File: config.mk
export PLATFORM = sky130hd
export DESIGN_NAME = three_step_phase_shift
export DESIGN_NICKNAME = d
export VERILOG_FILES = /design/src/design/tsps_pkg.sv /design/src/design/tsps_fifo.sv /design/src/design/tsps_front.sv /design/src/design/tsps_back.sv /design/src/design/three_step_phase_shift.sv
export SDC_FILE = /design/constraint.sdc
export NUM_CORES = 2
export LEC_CHECK = 0
export BUFFER_PORTS_ARGS = -buffer_cell sky130_fd_sc_hd__buf_4
export CAP_MARGIN = 10
export CORE_AREA = 2 2 674 676
export CTS_CLUSTER_DIAMETER = 200
export DETAILED_ROUTE_END_ITERATION = 6
export DIE_AREA = 0 0 676 678
export GPL_ROUTABILITY_DRIVEN = 0
export GPL_TIMING_DRIVEN = 0
export PLACE_DENSITY = 0.43
export SLEW_MARGIN = 25
export SYNTH_ARGS = -nofsm -noshare
export SYNTH_HDL_FRONTEND = slang
export SYNTH_HIERARCHICAL = 1
export SYNTH_SLANG_ARGS = --single-unit
File: constraint.sdc
create_clock -name clk -period 12.83 [get_ports clk]
set_clock_uncertainty 0.2 [all_clocks]
set_input_delay 1.9245 -clock clk [delete_from_list [all_inputs] [get_ports clk]]
set_output_delay 1.9245 -clock clk [all_outputs]
set_load 0.02 [all_outputs]
File: src/design/tsps_pkg.sv
`timescale 1ns / 1ps
// ----------------------------------------------------------------------------
// tsps_pkg: shared types and constants for the three-step phase shift block
// Widths of samples and results, the CORDIC arctangent table and the item
// that travels from the front end to the CORDIC back end.
// ----------------------------------------------------------------------------
package tsps_pkg;

	localparam int SAMPLE_W         = 8;
	localparam int PHASE_W          = 16;
	// cordic datapath width: |x|,|y| grow to about 8.4e6 * 1.65, under 2^25
	localparam int XW               = 26;
	// angle accumulator, 2^32 units per turn
	localparam int ZW               = 32;
	localparam int ATAN_ENTRIES     = 24;
	localparam int DEF_ANGLE_BITS   = 16;
	localparam int DEF_CORDIC_STEPS = 16;

	// sqrt3 in Q1.14
	localparam logic [15:0] SQRT3_Q14 = 16'd28378;
	localparam logic [ZW-1:0] HALF_TURN = 32'h8000_0000;

	// pre-rotated vector handed from front to back
	typedef struct packed {
		logic signed [XW-1:0] x;
		logic signed [XW-1:0] y;
		logic                 half;
		logic                 zero;
	} front_item_t;

	localparam int ITEM_W = $bits(front_item_t);

	// atan(2^-i) in units of 2^-32 turn
	function automatic logic [ZW-1:0] atan_turn(input logic [4:0] idx);
		logic [ZW-1:0] r;
		unique case (idx)
			5'd0:    r = 32'd536870912;
			5'd1:    r = 32'd316933406;
			5'd2:    r = 32'd167458907;
			5'd3:    r = 32'd85004756;
			5'd4:    r = 32'd42667331;
			5'd5:    r = 32'd21354465;
			5'd6:    r = 32'd10679838;
			5'd7:    r = 32'd5340245;
			5'd8:    r = 32'd2670163;
			5'd9:    r = 32'd1335087;
			5'd10:   r = 32'd667544;
			5'd11:   r = 32'd333772;
			5'd12:   r = 32'd166886;
			5'd13:   r = 32'd83443;
			5'd14:   r = 32'd41722;
			5'd15:   r = 32'd20861;
			5'd16:   r = 32'd10430;
			5'd17:   r = 32'd5215;
			5'd18:   r = 32'd2608;
			5'd19:   r = 32'd1304;
			5'd20:   r = 32'd652;
			5'd21:   r = 32'd326;
			5'd22:   r = 32'd163;
			5'd23:   r = 32'd81;
			default: r = '0;
		endcase
		return r;
	endfunction

endpackage

File: src/design/tsps_fifo.sv
`timescale 1ns / 1ps
// ----------------------------------------------------------------------------
// tsps_fifo: small synchronous queue
// Register-based first-in first-out buffer; head is shown while not empty.
// DEPTH must be a power of two.
// ----------------------------------------------------------------------------
module tsps_fifo #(
	parameter int WIDTH = 8,
	parameter int DEPTH = 2
) (
	input  logic             clk,
	input  logic             arst_n,
	input  logic             push,
	input  logic [WIDTH-1:0] wdata,
	output logic             full,
	input  logic             pop,
	output logic [WIDTH-1:0] rdata,
	output logic             empty
);

	localparam int AW = (DEPTH > 1) ? $clog2(DEPTH) : 1;
	localparam int CW = $clog2(DEPTH + 1);

	logic [WIDTH-1:0] mem_q [0:DEPTH-1];
	logic [AW-1:0]    wptr_q;
	logic [AW-1:0]    rptr_q;
	logic [CW-1:0]    cnt_q;
	logic             do_push;
	logic             do_pop;

	assign full    = (cnt_q == CW'(DEPTH));
	assign empty   = (cnt_q == '0);
	assign do_push = push && !full;
	assign do_pop  = pop && !empty;
	assign rdata   = mem_q[rptr_q];

	// storage
	always_ff @(posedge clk) begin
		if (do_push) begin
			mem_q[wptr_q] <= wdata;
		end
	end

	// pointers and fill count
	always_ff @(posedge clk or negedge arst_n) begin
		if (!arst_n) begin
			wptr_q <= '0;
			rptr_q <= '0;
			cnt_q  <= '0;
		end else begin
			if (do_push) begin
				wptr_q <= wptr_q + AW'(1);
			end
			if (do_pop) begin
				rptr_q <= rptr_q + AW'(1);
			end
			if (do_push && !do_pop) begin
				cnt_q <= cnt_q + CW'(1);
			end else if (do_pop && !do_push) begin
				cnt_q <= cnt_q - CW'(1);
			end
		end
	end

endmodule

File: src/design/tsps_front.sv
`timescale 1ns / 1ps
// ----------------------------------------------------------------------------
// tsps_front: request intake and vector setup
// Forms x = (2a-b-c)*2^14 and y = (b-c)*sqrt3 in Q.14, flags the all-zero
// case and turns a left-half vector by a half circle.
// ----------------------------------------------------------------------------
module tsps_front (
	input  logic                          clk,
	input  logic                          arst_n,
	input  logic                          push,
	output logic                          full,
	input  logic [tsps_pkg::SAMPLE_W-1:0] sample_a,
	input  logic [tsps_pkg::SAMPLE_W-1:0] sample_b,
	input  logic [tsps_pkg::SAMPLE_W-1:0] sample_c,
	output logic                          item_valid,
	output tsps_pkg::front_item_t         item,
	input  logic                          item_full
);

	import tsps_pkg::*;

	logic signed [10:0] den;
	logic signed [8:0]  dif;
	logic signed [24:0] prod;
	logic signed [XW-1:0] x_raw;
	logic signed [XW-1:0] y_raw;
	front_item_t        nxt;
	logic               adv;
	logic               v_s1;
	front_item_t        item_s1;

	// numerator and denominator terms
	always_comb begin
		den   = signed'({2'b00, sample_a, 1'b0}) - signed'({3'b000, sample_b})
			- signed'({3'b000, sample_c});
		dif   = signed'({1'b0, sample_b}) - signed'({1'b0, sample_c});
		prod  = signed'({{16{dif[8]}}, dif}) * signed'({9'b0, SQRT3_Q14});
		x_raw = {{(XW - 25){den[10]}}, den, 14'b0};
		y_raw = {{(XW - 25){prod[24]}}, prod};
	end

	// half-turn pre-rotation for a negative denominator
	always_comb begin
		nxt.zero = (den == '0) && (dif == '0);
		nxt.half = den[10];
		if (den[10]) begin
			nxt.x = -x_raw;
			nxt.y = -y_raw;
		end else begin
			nxt.x = x_raw;
			nxt.y = y_raw;
		end
	end

	assign adv        = !v_s1 || !item_full;
	assign full       = !adv;
	assign item_valid = v_s1;
	assign item       = item_s1;

	// stage register
	always_ff @(posedge clk or negedge arst_n) begin
		if (!arst_n) begin
			v_s1 <= 1'b0;
		end else if (adv) begin
			v_s1 <= push;
		end
	end

	always_ff @(posedge clk) begin
		if (adv && push) begin
			item_s1 <= nxt;
		end
	end

endmodule

File: src/design/tsps_back.sv
`timescale 1ns / 1ps
// ----------------------------------------------------------------------------
// tsps_back: pipelined vectoring cordic
// One micro-rotation per stage drives y to zero while the angle accumulates;
// the last stage rounds the angle to ANGLE_BITS and hands it to the result
// queue. The whole pipe holds while the result queue is full.
// ----------------------------------------------------------------------------
module tsps_back #(
	parameter int ANGLE_BITS   = tsps_pkg::DEF_ANGLE_BITS,
	parameter int CORDIC_STEPS = tsps_pkg::DEF_CORDIC_STEPS
) (
	input  logic                         clk,
	input  logic                         arst_n,
	input  logic                         item_empty,
	input  tsps_pkg::front_item_t        item,
	output logic                         item_pop,
	output logic                         res_push,
	output logic [tsps_pkg::PHASE_W-1:0] res_phase,
	input  logic                         res_full
);

	import tsps_pkg::*;

	localparam int NS = (CORDIC_STEPS < ATAN_ENTRIES) ? CORDIC_STEPS : ATAN_ENTRIES;
	localparam logic [ZW-1:0] RND = ZW'(1) << (ZW - 1 - ANGLE_BITS);

	logic                 en;
	logic [NS-1:0]        v_s;
	logic signed [XW-1:0] x_s [0:NS-1];
	logic signed [XW-1:0] y_s [0:NS-1];
	logic [ZW-1:0]        z_s [0:NS-1];
	logic                 zero_s [0:NS-1];
	logic [ZW-1:0]        z_rnd;
	logic [ZW-1:0]        z_sh;

	assign en       = !res_full;
	assign item_pop = en && !item_empty;
	assign res_push = en && v_s[NS-1];

	// valid bits
	always_ff @(posedge clk or negedge arst_n) begin
		if (!arst_n) begin
			v_s <= '0;
		end else if (en) begin
			v_s <= {v_s[NS-2:0], !item_empty};
		end
	end

	// one micro-rotation per stage
	for (genvar k = 0; k < NS; k++) begin : g_stage
		logic signed [XW-1:0] xi;
		logic signed [XW-1:0] yi;
		logic [ZW-1:0]        zi;
		logic                 zeroi;
		logic signed [XW-1:0] dx;
		logic signed [XW-1:0] dy;

		if (k == 0) begin : g_src_head
			assign xi    = item.x;
			assign yi    = item.y;
			assign zi    = item.half ? HALF_TURN : '0;
			assign zeroi = item.zero;
		end else begin : g_src_prev
			assign xi    = x_s[k-1];
			assign yi    = y_s[k-1];
			assign zi    = z_s[k-1];
			assign zeroi = zero_s[k-1];
		end

		assign dx = yi >>> k;
		assign dy = xi >>> k;

		always_ff @(posedge clk) begin
			if (en) begin
				zero_s[k] <= zeroi;
				if (!yi[XW-1]) begin
					x_s[k] <= xi + dx;
					y_s[k] <= yi - dy;
					z_s[k] <= zi + atan_turn(5'(k));
				end else begin
					x_s[k] <= xi - dx;
					y_s[k] <= yi + dy;
					z_s[k] <= zi - atan_turn(5'(k));
				end
			end
		end
	end

	// round half up to ANGLE_BITS, full turn wraps to zero
	always_comb begin
		z_rnd = z_s[NS-1] + RND;
		z_sh  = z_rnd >> (ZW - ANGLE_BITS);
		res_phase = zero_s[NS-1] ? '0 : z_sh[PHASE_W-1:0];
	end

endmodule

File: src/design/three_step_phase_shift.sv
`timescale 1ns / 1ps
// ----------------------------------------------------------------------------
// three_step_phase_shift: wrapped phase from three fringe samples
// Takes one pixel's three intensities (0, 120 and 240 degree patterns) and
// returns atan2(sqrt3*(b-c), 2a-b-c) in [0, 2pi) as a binary angle.
//
// Input channel: a request is taken on a rising edge with push high and
// full low; sample_a, sample_b and sample_c are sampled there.
// Result channel: while empty is low, angle holds the oldest result;
// it is taken on a rising edge with pop high.
// Throughput: one request per clock when the receiver pops every clock.
// Path: the front register loads on the accepting edge; the result then
// passes the two-entry middle queue, one register per cordic stage and
// the two-entry result queue before it is shown.
// Stall: when the result queue fills, the cordic pipe holds, the middle
// queue fills, and full rises; nothing is dropped.
// Reset: arst_n clears all valid bits and queue counts; empty is high and
// full low right after reset.
// ----------------------------------------------------------------------------
module three_step_phase_shift #(
	parameter int ANGLE_BITS   = tsps_pkg::DEF_ANGLE_BITS,
	parameter int CORDIC_STEPS = tsps_pkg::DEF_CORDIC_STEPS
) (
	input  logic                          clk,
	input  logic                          arst_n,
	input  logic                          push,
	output logic                          full,
	input  logic [tsps_pkg::SAMPLE_W-1:0] sample_a,
	input  logic [tsps_pkg::SAMPLE_W-1:0] sample_b,
	input  logic [tsps_pkg::SAMPLE_W-1:0] sample_c,
	output logic                          empty,
	input  logic                          pop,
	output logic [tsps_pkg::PHASE_W-1:0]  angle
);

	import tsps_pkg::*;

	logic            mid_push;
	logic            mid_full;
	logic            mid_empty;
	logic            mid_pop;
	front_item_t     mid_in;
	logic [ITEM_W-1:0] mid_out;
	front_item_t     mid_head;
	logic            res_push;
	logic            res_full;
	logic [PHASE_W-1:0] res_phase;

	// front end: intake and vector setup
	tsps_front u_front (
		.clk        (clk),
		.arst_n     (arst_n),
		.push       (push),
		.full       (full),
		.sample_a   (sample_a),
		.sample_b   (sample_b),
		.sample_c   (sample_c),
		.item_valid (mid_push),
		.item       (mid_in),
		.item_full  (mid_full)
	);

	// queue between front and back
	tsps_fifo #(
		.WIDTH (ITEM_W),
		.DEPTH (2)
	) u_mid_fifo (
		.clk    (clk),
		.arst_n (arst_n),
		.push   (mid_push),
		.wdata  (mid_in),
		.full   (mid_full),
		.pop    (mid_pop),
		.rdata  (mid_out),
		.empty  (mid_empty)
	);

	assign mid_head = front_item_t'(mid_out);

	// back end: cordic pipe
	tsps_back #(
		.ANGLE_BITS   (ANGLE_BITS),
		.CORDIC_STEPS (CORDIC_STEPS)
	) u_back (
		.clk        (clk),
		.arst_n     (arst_n),
		.item_empty (mid_empty),
		.item       (mid_head),
		.item_pop   (mid_pop),
		.res_push   (res_push),
		.res_phase  (res_phase),
		.res_full   (res_full)
	);

	// result queue
	tsps_fifo #(
		.WIDTH (PHASE_W),
		.DEPTH (2)
	) u_res_fifo (
		.clk    (clk),
		.arst_n (arst_n),
		.push   (res_push),
		.wdata  (res_phase),
		.full   (res_full),
		.pop    (pop),
		.rdata  (angle),
		.empty  (empty)
	);

`ifndef ASSERT_OFF
	// the back end never pops an empty middle queue
	assert property (@(posedge clk) disable iff (!arst_n) mid_pop |-> !mid_empty)
		else $error("middle queue underflow");

	// the cordic pipe never writes into a full result queue
	assert property (@(posedge clk) disable iff (!arst_n) res_push |-> !res_full)
		else $error("result queue overflow");

	// intake stalls only when the middle queue is backed up
	assert property (@(posedge clk) disable iff (!arst_n) full |-> mid_full && mid_push)
		else $error("intake stalled with room downstream");

	// a stalled result queue keeps the cordic pipe from draining the middle queue
	assert property (@(posedge clk) disable iff (!arst_n) res_full |-> !mid_pop)
		else $error("middle queue popped while back end held");
`endif

endmodule

# Word level (Yosys, flattened, before mapping)
# Memory sizes are Yosys's and may differ from the RTL's.
# Index checks and enable logic that the tools add are counted.
[totals] inputBits=28 latch_bits=0 wordCells=365 rom_bits=0 output_inout_bits=18 ram_bits=1500 n_memories=6 regBits=79
[mem_list] name="u_back.z_s" depth=16 width=32 read_ports=16 rd_clocked_by_memory_dff=0 wr=16 line="tsps_back.sv:31" rtl="logic [ZW-1:0] z_s [0:NS-1];"
[mem_list] name="u_back.x_s" depth=16 width=26 read_ports=15 rd_clocked_by_memory_dff=0 wr=16 line="tsps_back.sv:29" rtl="logic signed [XW-1:0] x_s [0:NS-1];"
[mem_list] name="u_back.y_s" depth=16 width=26 read_ports=15 rd_clocked_by_memory_dff=0 wr=16 line="tsps_back.sv:30" rtl="logic signed [XW-1:0] y_s [0:NS-1];"
[mem_list] name="u_mid_fifo.mem_q" depth=2 width=54 read_ports=1 rd_clocked_by_memory_dff=0 wr=1 line="tsps_fifo.sv:24" rtl="logic [WIDTH-1:0] mem_q [0:DEPTH-1];"
[mem_list] name="u_res_fifo.mem_q" depth=2 width=16 read_ports=1 rd_clocked_by_memory_dff=0 wr=1 line="tsps_fifo.sv:24"
[mem_list] name="u_back.zero_s" depth=16 width=1 read_ports=16 rd_clocked_by_memory_dff=0 wr=16 line="tsps_back.sv:32" rtl="logic zero_s [0:NS-1];"
[op_classes] n_addsub=109 multipliers=1 bitwise_logic=48 order_cmp=0 shifts=0 muxes=156 eq_ne=2 div=0 reduce_logical=29
[ops] operator="26-bit 2-to-1 mux" n=32
[ops] operator="32-bit 2-to-1 mux" n=17
[ops] operator="1-bit 2-to-1 mux" n=101
[ops] operator="32-bit by 16-bit adder with 32-bit output (second input constant)" n=2
[ops] operator="26-bit by 11-bit adder with 26-bit output" n=2
[ops] operator="26-bit by 12-bit adder with 26-bit output" n=2
[ops] operator="26-bit by 13-bit adder with 26-bit output" n=2
[ops] operator="26-bit by 14-bit adder with 26-bit output" n=2
[ops] operator="26-bit by 15-bit adder with 26-bit output" n=2
[ops] operator="26-bit by 16-bit adder with 26-bit output" n=2
[ops] operator="26-bit by 17-bit adder with 26-bit output" n=2
[ops] operator="26-bit by 18-bit adder with 26-bit output" n=2
[ops] operator="26-bit by 19-bit adder with 26-bit output" n=2
[ops] operator="26-bit by 20-bit adder with 26-bit output" n=2
[ops] operator="26-bit by 21-bit adder with 26-bit output" n=2
[ops] operator="26-bit by 22-bit adder with 26-bit output" n=2
[ops] operator="26-bit by 23-bit adder with 26-bit output" n=2
[ops] operator="26-bit by 24-bit adder with 26-bit output" n=2
[ops] operator="26-bit by 25-bit adder with 26-bit output" n=2
[ops] operator="25-bit negator with 26-bit output" n=2
[ops] operator="26-bit by 11-bit subtractor with 26-bit output" n=2
[ops] operator="26-bit by 12-bit subtractor with 26-bit output" n=2
[ops] operator="26-bit by 13-bit subtractor with 26-bit output" n=2
[ops] operator="26-bit by 14-bit subtractor with 26-bit output" n=2
[ops] operator="63 further kinds" n=153

# Longest topological paths before layout
[logic_depth] word_depth=8 mapped_depth=30 depth_no_buf=29

# Modules after synthesis
# Netlist, hierarchy kept.
[modules_own_cells] mod="tsps_back" n_inst=1 area_each_um2=100794.2 cells_each=10628 seq_area_each_um2=35083.6
[modules_own_cells] mod="tsps_front" n_inst=1 area_each_um2=5711.7 cells_each=570 seq_area_each_um2=1166.1
[modules_own_cells] mod="tsps_fifo (u_mid_fifo)" n_inst=1 area_each_um2=4342.9 cells_each=187 seq_area_each_um2=3343.2
[modules_own_cells] mod="tsps_fifo (u_res_fifo)" n_inst=1 area_each_um2=1402.6 cells_each=69 seq_area_each_um2=1061.0

# Worst setup path after synthesis
# No wires, ideal clock.
[synth_timing] kind="input port to flip-flop" startpoint="input sample_c[1] in the netlist's numbering" endpoint="register u_front.item_s1 (netlist bit u_front/item[27]), data pin" setup_time_ps=254 arrival_time_ps=8086 setup_slack_ps=4290 t_required_ps=12376 cell_stages=26 path_buffers=0 path_cell_list="inv_1 ha_1 a21o_1 a21o_1 a21o_1 a21o_1 a21o_1 a21o_1 xor2_1 fa_1 inv_1 fa_1 fa_1 inv_1 fa_1 ha_1 ha_1 and2_4 a221oi_4 nand2_2 xnor2_2 nand3_2 nand4bb_4 nor4b_4 nand4_1 a21bo_1"
[synth_rtl] element="from (decl)" line="three_step_phase_shift.sv:30" rtl="input logic [tsps_pkg::SAMPLE_W-1:0] sample_c,"
[synth_rtl] element="to (signal assigned)" line="tsps_front.sv:71" rtl="item_s1 <= nxt;"
[synth_rtl] element="to (decl)" line="tsps_front.sv:30" rtl="front_item_t item_s1;"

==> summary.md <==
| Metric | Value |
|---|---|
| HPWL Detailed | around 250000 um |
| FP Rows | ~250 |
| Setup-failing EPs final | 0 |
| Detail Route Antenna Nets | 0 |
| Initial Utilization | between 20% and 30% |
| Multi-input logic area | 68300 um^2 |
| Worst path depth | 28 |
| Dominant synthesized flop cell | edfxtp_1 |
| Most area-hungry cell type in the Yosys netlist | edfxtp_1 |
| Critical path endpoint category | flip-flop |
| Clk sinks | 1358 |
| Critical Path Start | sample_b[0] |
| Total routed wirelength | 311000 um |
| Worst-Margin Slew | around 1.1 ns |
| Fillers | approximately 48000 |
| Storage cell area | roughly 41000 um^2 |
| Port Buffers | 45 |
| Syn Inst Count | 11454 |
| Status | completed |
| Clk Latency, worst-skew pair | just over 0.9 ns |
| Top delay family on crit path | adder cells |
| TritonCTS Buffers | between 150 and 200 |
| Worst Setup EP | u_front/item[27] |
| Post-synth EDFFs | around 1300 |
| Max Clk Rate | ~110 MHz |
| Top post-synthesis cells by area | edfxtp_1 36%, ha_1 14%, xnor2_1 7.4%, a21oi_1 4.6%, xor2_1 4.0% |
| Clock Root Buffer | clkbuf_16 |
| CTS H-tree lvls | 4 |
| Flop and latch count out of synthesis | between 1000 and 1500 |
| Nets | 13124 |
| Grt total ovfl | 0 |
| CP Launch Type | input pin |
| Hold Vio Cnt, Final | 0 |
| Via/cell ratio | about 4.8 |
| WS Path Type | input pin to flip-flop |
| Seq/Total Area, Yosys | a little over a third |
| CP Data Arrival Time | a little over 9 ns |
| Worst R2R End | u_back/y_s[0][102] |
| Worst Hold Class | flip-flop to flip-flop |
| DRC | 0 |
| Slew Limit Fails | 0 |
| Clock buffer depth | 4 |
| CP bufs+invs | 5 |
| Clock slew at reported path FFs | ~0.060 ns |
| FFs w/ async S/R, synth | about 1.8% |
| Maxcap violations | 0 |
| Slowest-stage cell, CP | xor2_1 |
| Unrepaired setup endpoints after global routing | false |
| Layout cells sized above 1 | ~5.7% |
| CP peak stage delay | 0.76 ns |
| Tcrit/Tclk final | about 69% |
| First-pass GRT wire length | about 490000 um |
| Initial antenna violation count | 5 |
| DRT iter0 DRCs | 4378 |
| Die X-Extent | 676 um |
| Largest net degree at the start of global routing | 73 |
| Relative slew slack | 23.5% |
| Setup repair bufs after CTS | 0 |
| Post-synth top cells | 1333 x edfxtp_1, 1276 x ha_1, 1021 x a21oi_1 |
| Crit path time final | a little under 9 ns |
| Via count | around 85000 |
| Hold buffers post-CTS | 0 |
| Synth warn | 6 |
| Die H | roughly 680 um |
| Synthesized cell area | approximately 110000 um^2 |
| Vias in the first global route | about 84000 |
| R2r setup slk | 5.11 ns |
| FF-to-FF path depth | 20 |
| Resized Gates After CTS | 0 |
| Count leader, synth | edfxtp_1 |
| WL per Instance | roughly 17 um |
| Setup TNS | 0 ns |
| GRT Total Usage | 13.2% |
| Reg2reg start | u_res_fifo/cnt_q[0] |
| Worst path required time | about 13 ns |
| Avg Cell Area, Syn | between 9 and 10 um^2 |
| Cell variety after synth | 121 |
| I/O pin count | between 40 and 50 |
| CP most frequent cell | a21o_1 |
| Die area | approximately 460000 um^2 |
| Core Area | about 450000 um^2 |
| Worst-path fanout max | 8 |
| Area growth, synth to finish | 13.2% |
| Yosys top cell area share | a little over a third |
| CTS tree | done |
| DRT Pass-1 Iters | 5 |
[sequential cells by signal, summed over array words and instances (netlist names)]
| signal | flops |
|---|---|
| u_back/z_s | 425 |
| u_back/y_s | 365 |
| u_back/x_s | 349 |
| u_mid_fifo/mem_q | 108 |
| u_front/item | 38 |
| u_res_fifo/mem_q | 32 |
| u_back/v_s | 16 |
| u_back/zero_s | 16 |
| u_mid_fifo/cnt_q | 2 |
| u_res_fifo/cnt_q | 2 |
| u_front/item_valid | 1 |
| u_mid_fifo/rptr_q | 1 |
| u_mid_fifo/wptr_q | 1 |
| u_res_fifo/rptr_q | 1 |
| u_res_fifo/wptr_q | 1 |
[per-layer routing]
layer	share of wire, %	global-route usage (%)
met5	0	0
met3	3.1	1.49
met2	48	23.1
met1	46	17.2
met4	2.4	3.18
[worst min-delay path by stage]
stage,startpoint,end,slack [ns],cells past startpoint
after CTS,u_back/zero_s[1][2],u_back/zero_s[1][3],0.22,0
final,u_back/zero_s[0][1],u_back/zero_s[0][2],0.22,0
after global routing,u_back/zero_s[0][1],u_back/zero_s[0][2],0.21,0
after global placement,u_back/zero_s[0][0],u_back/zero_s[0][1],0.20,0
after floorplan,u_back/z_s[0][65],u_back/z_s[0][97],0.20,0
after detailed placement,u_back/zero_s[1][2],u_back/zero_s[1][3],0.20,0
[placed cells by master, fill, tap and decap left out, drive strengths merged, types with 77 or more instances in the layout]
cell       n
fa        86
or3       99
xor2     513
edfxtp  1333
clkinv    77
a21o     436
o21ai    624
o21a     200
inv      646
o31ai    143
nand2b   149
a31oi    112
nand2    703
nor4      85
and3     102
a211oi   100
buf      129
nand3    211
nand4     86
nor2b    156
clkbuf   382
ha      1276
xnor2    954
o21bai   116
mux2     102
nor3     259
a21oi   1025
nor2     841
[cell families after synthesis]
logic type | after synthesis | share of synthesized area, %
compound gates | 3324 | 19.1
xor+xnor | 1468 | 11.5
fa+ha+maj | 1362 | 15.8
buf+inv | 860 | 3.06
flops | 1358 | 36.2
mux | 132 | 1.49
other cells | 1 | 0.00334
simple gates | 2949 | 12.8
[layout make-up]
| cell class | instances | share of cell area, % |
|---|---|---|
| timing repair buffer | 84 | 1.03 |
| sequential | 1358 | 32.0 |
| antenna | 4 | 0.00788 |
| tap | 5976 | 5.88 |
| clock inverter | 117 | 0.947 |
| clock buffer | 206 | 3.64 |
| buffer | 221 | 0.850 |
| inverter | 639 | 1.92 |
| multi-input combinational | 9252 | 53.7 |
[stage by stage]
| stage | cells | utilization (%) | hold WS [ns] | worst slack [ns] | cell area (um^2) |
|---|---|---|---|---|---|
| floorplan | 11470 | - | 0.200 | 4.29 | 112000 |
| global placement | 17491 | 26.6 | 0.201 | 2.65 | 120000 |
| detailed placement | 17530 | 26.9 | 0.205 | 3.11 | 121000 |
| CTS | 17853 | 28.2 | 0.218 | 4.04 | 127000 |
| global route | 17855 | 28.2 | 0.206 | 3.59 | 127000 |
| finish | 17857 | 28.2 | 0.217 | 3.97 | 127000 |
Power is left out: the tool's default activity adds up to more than one toggle a clock period on the data nets, which glitch-free logic cannot reach.
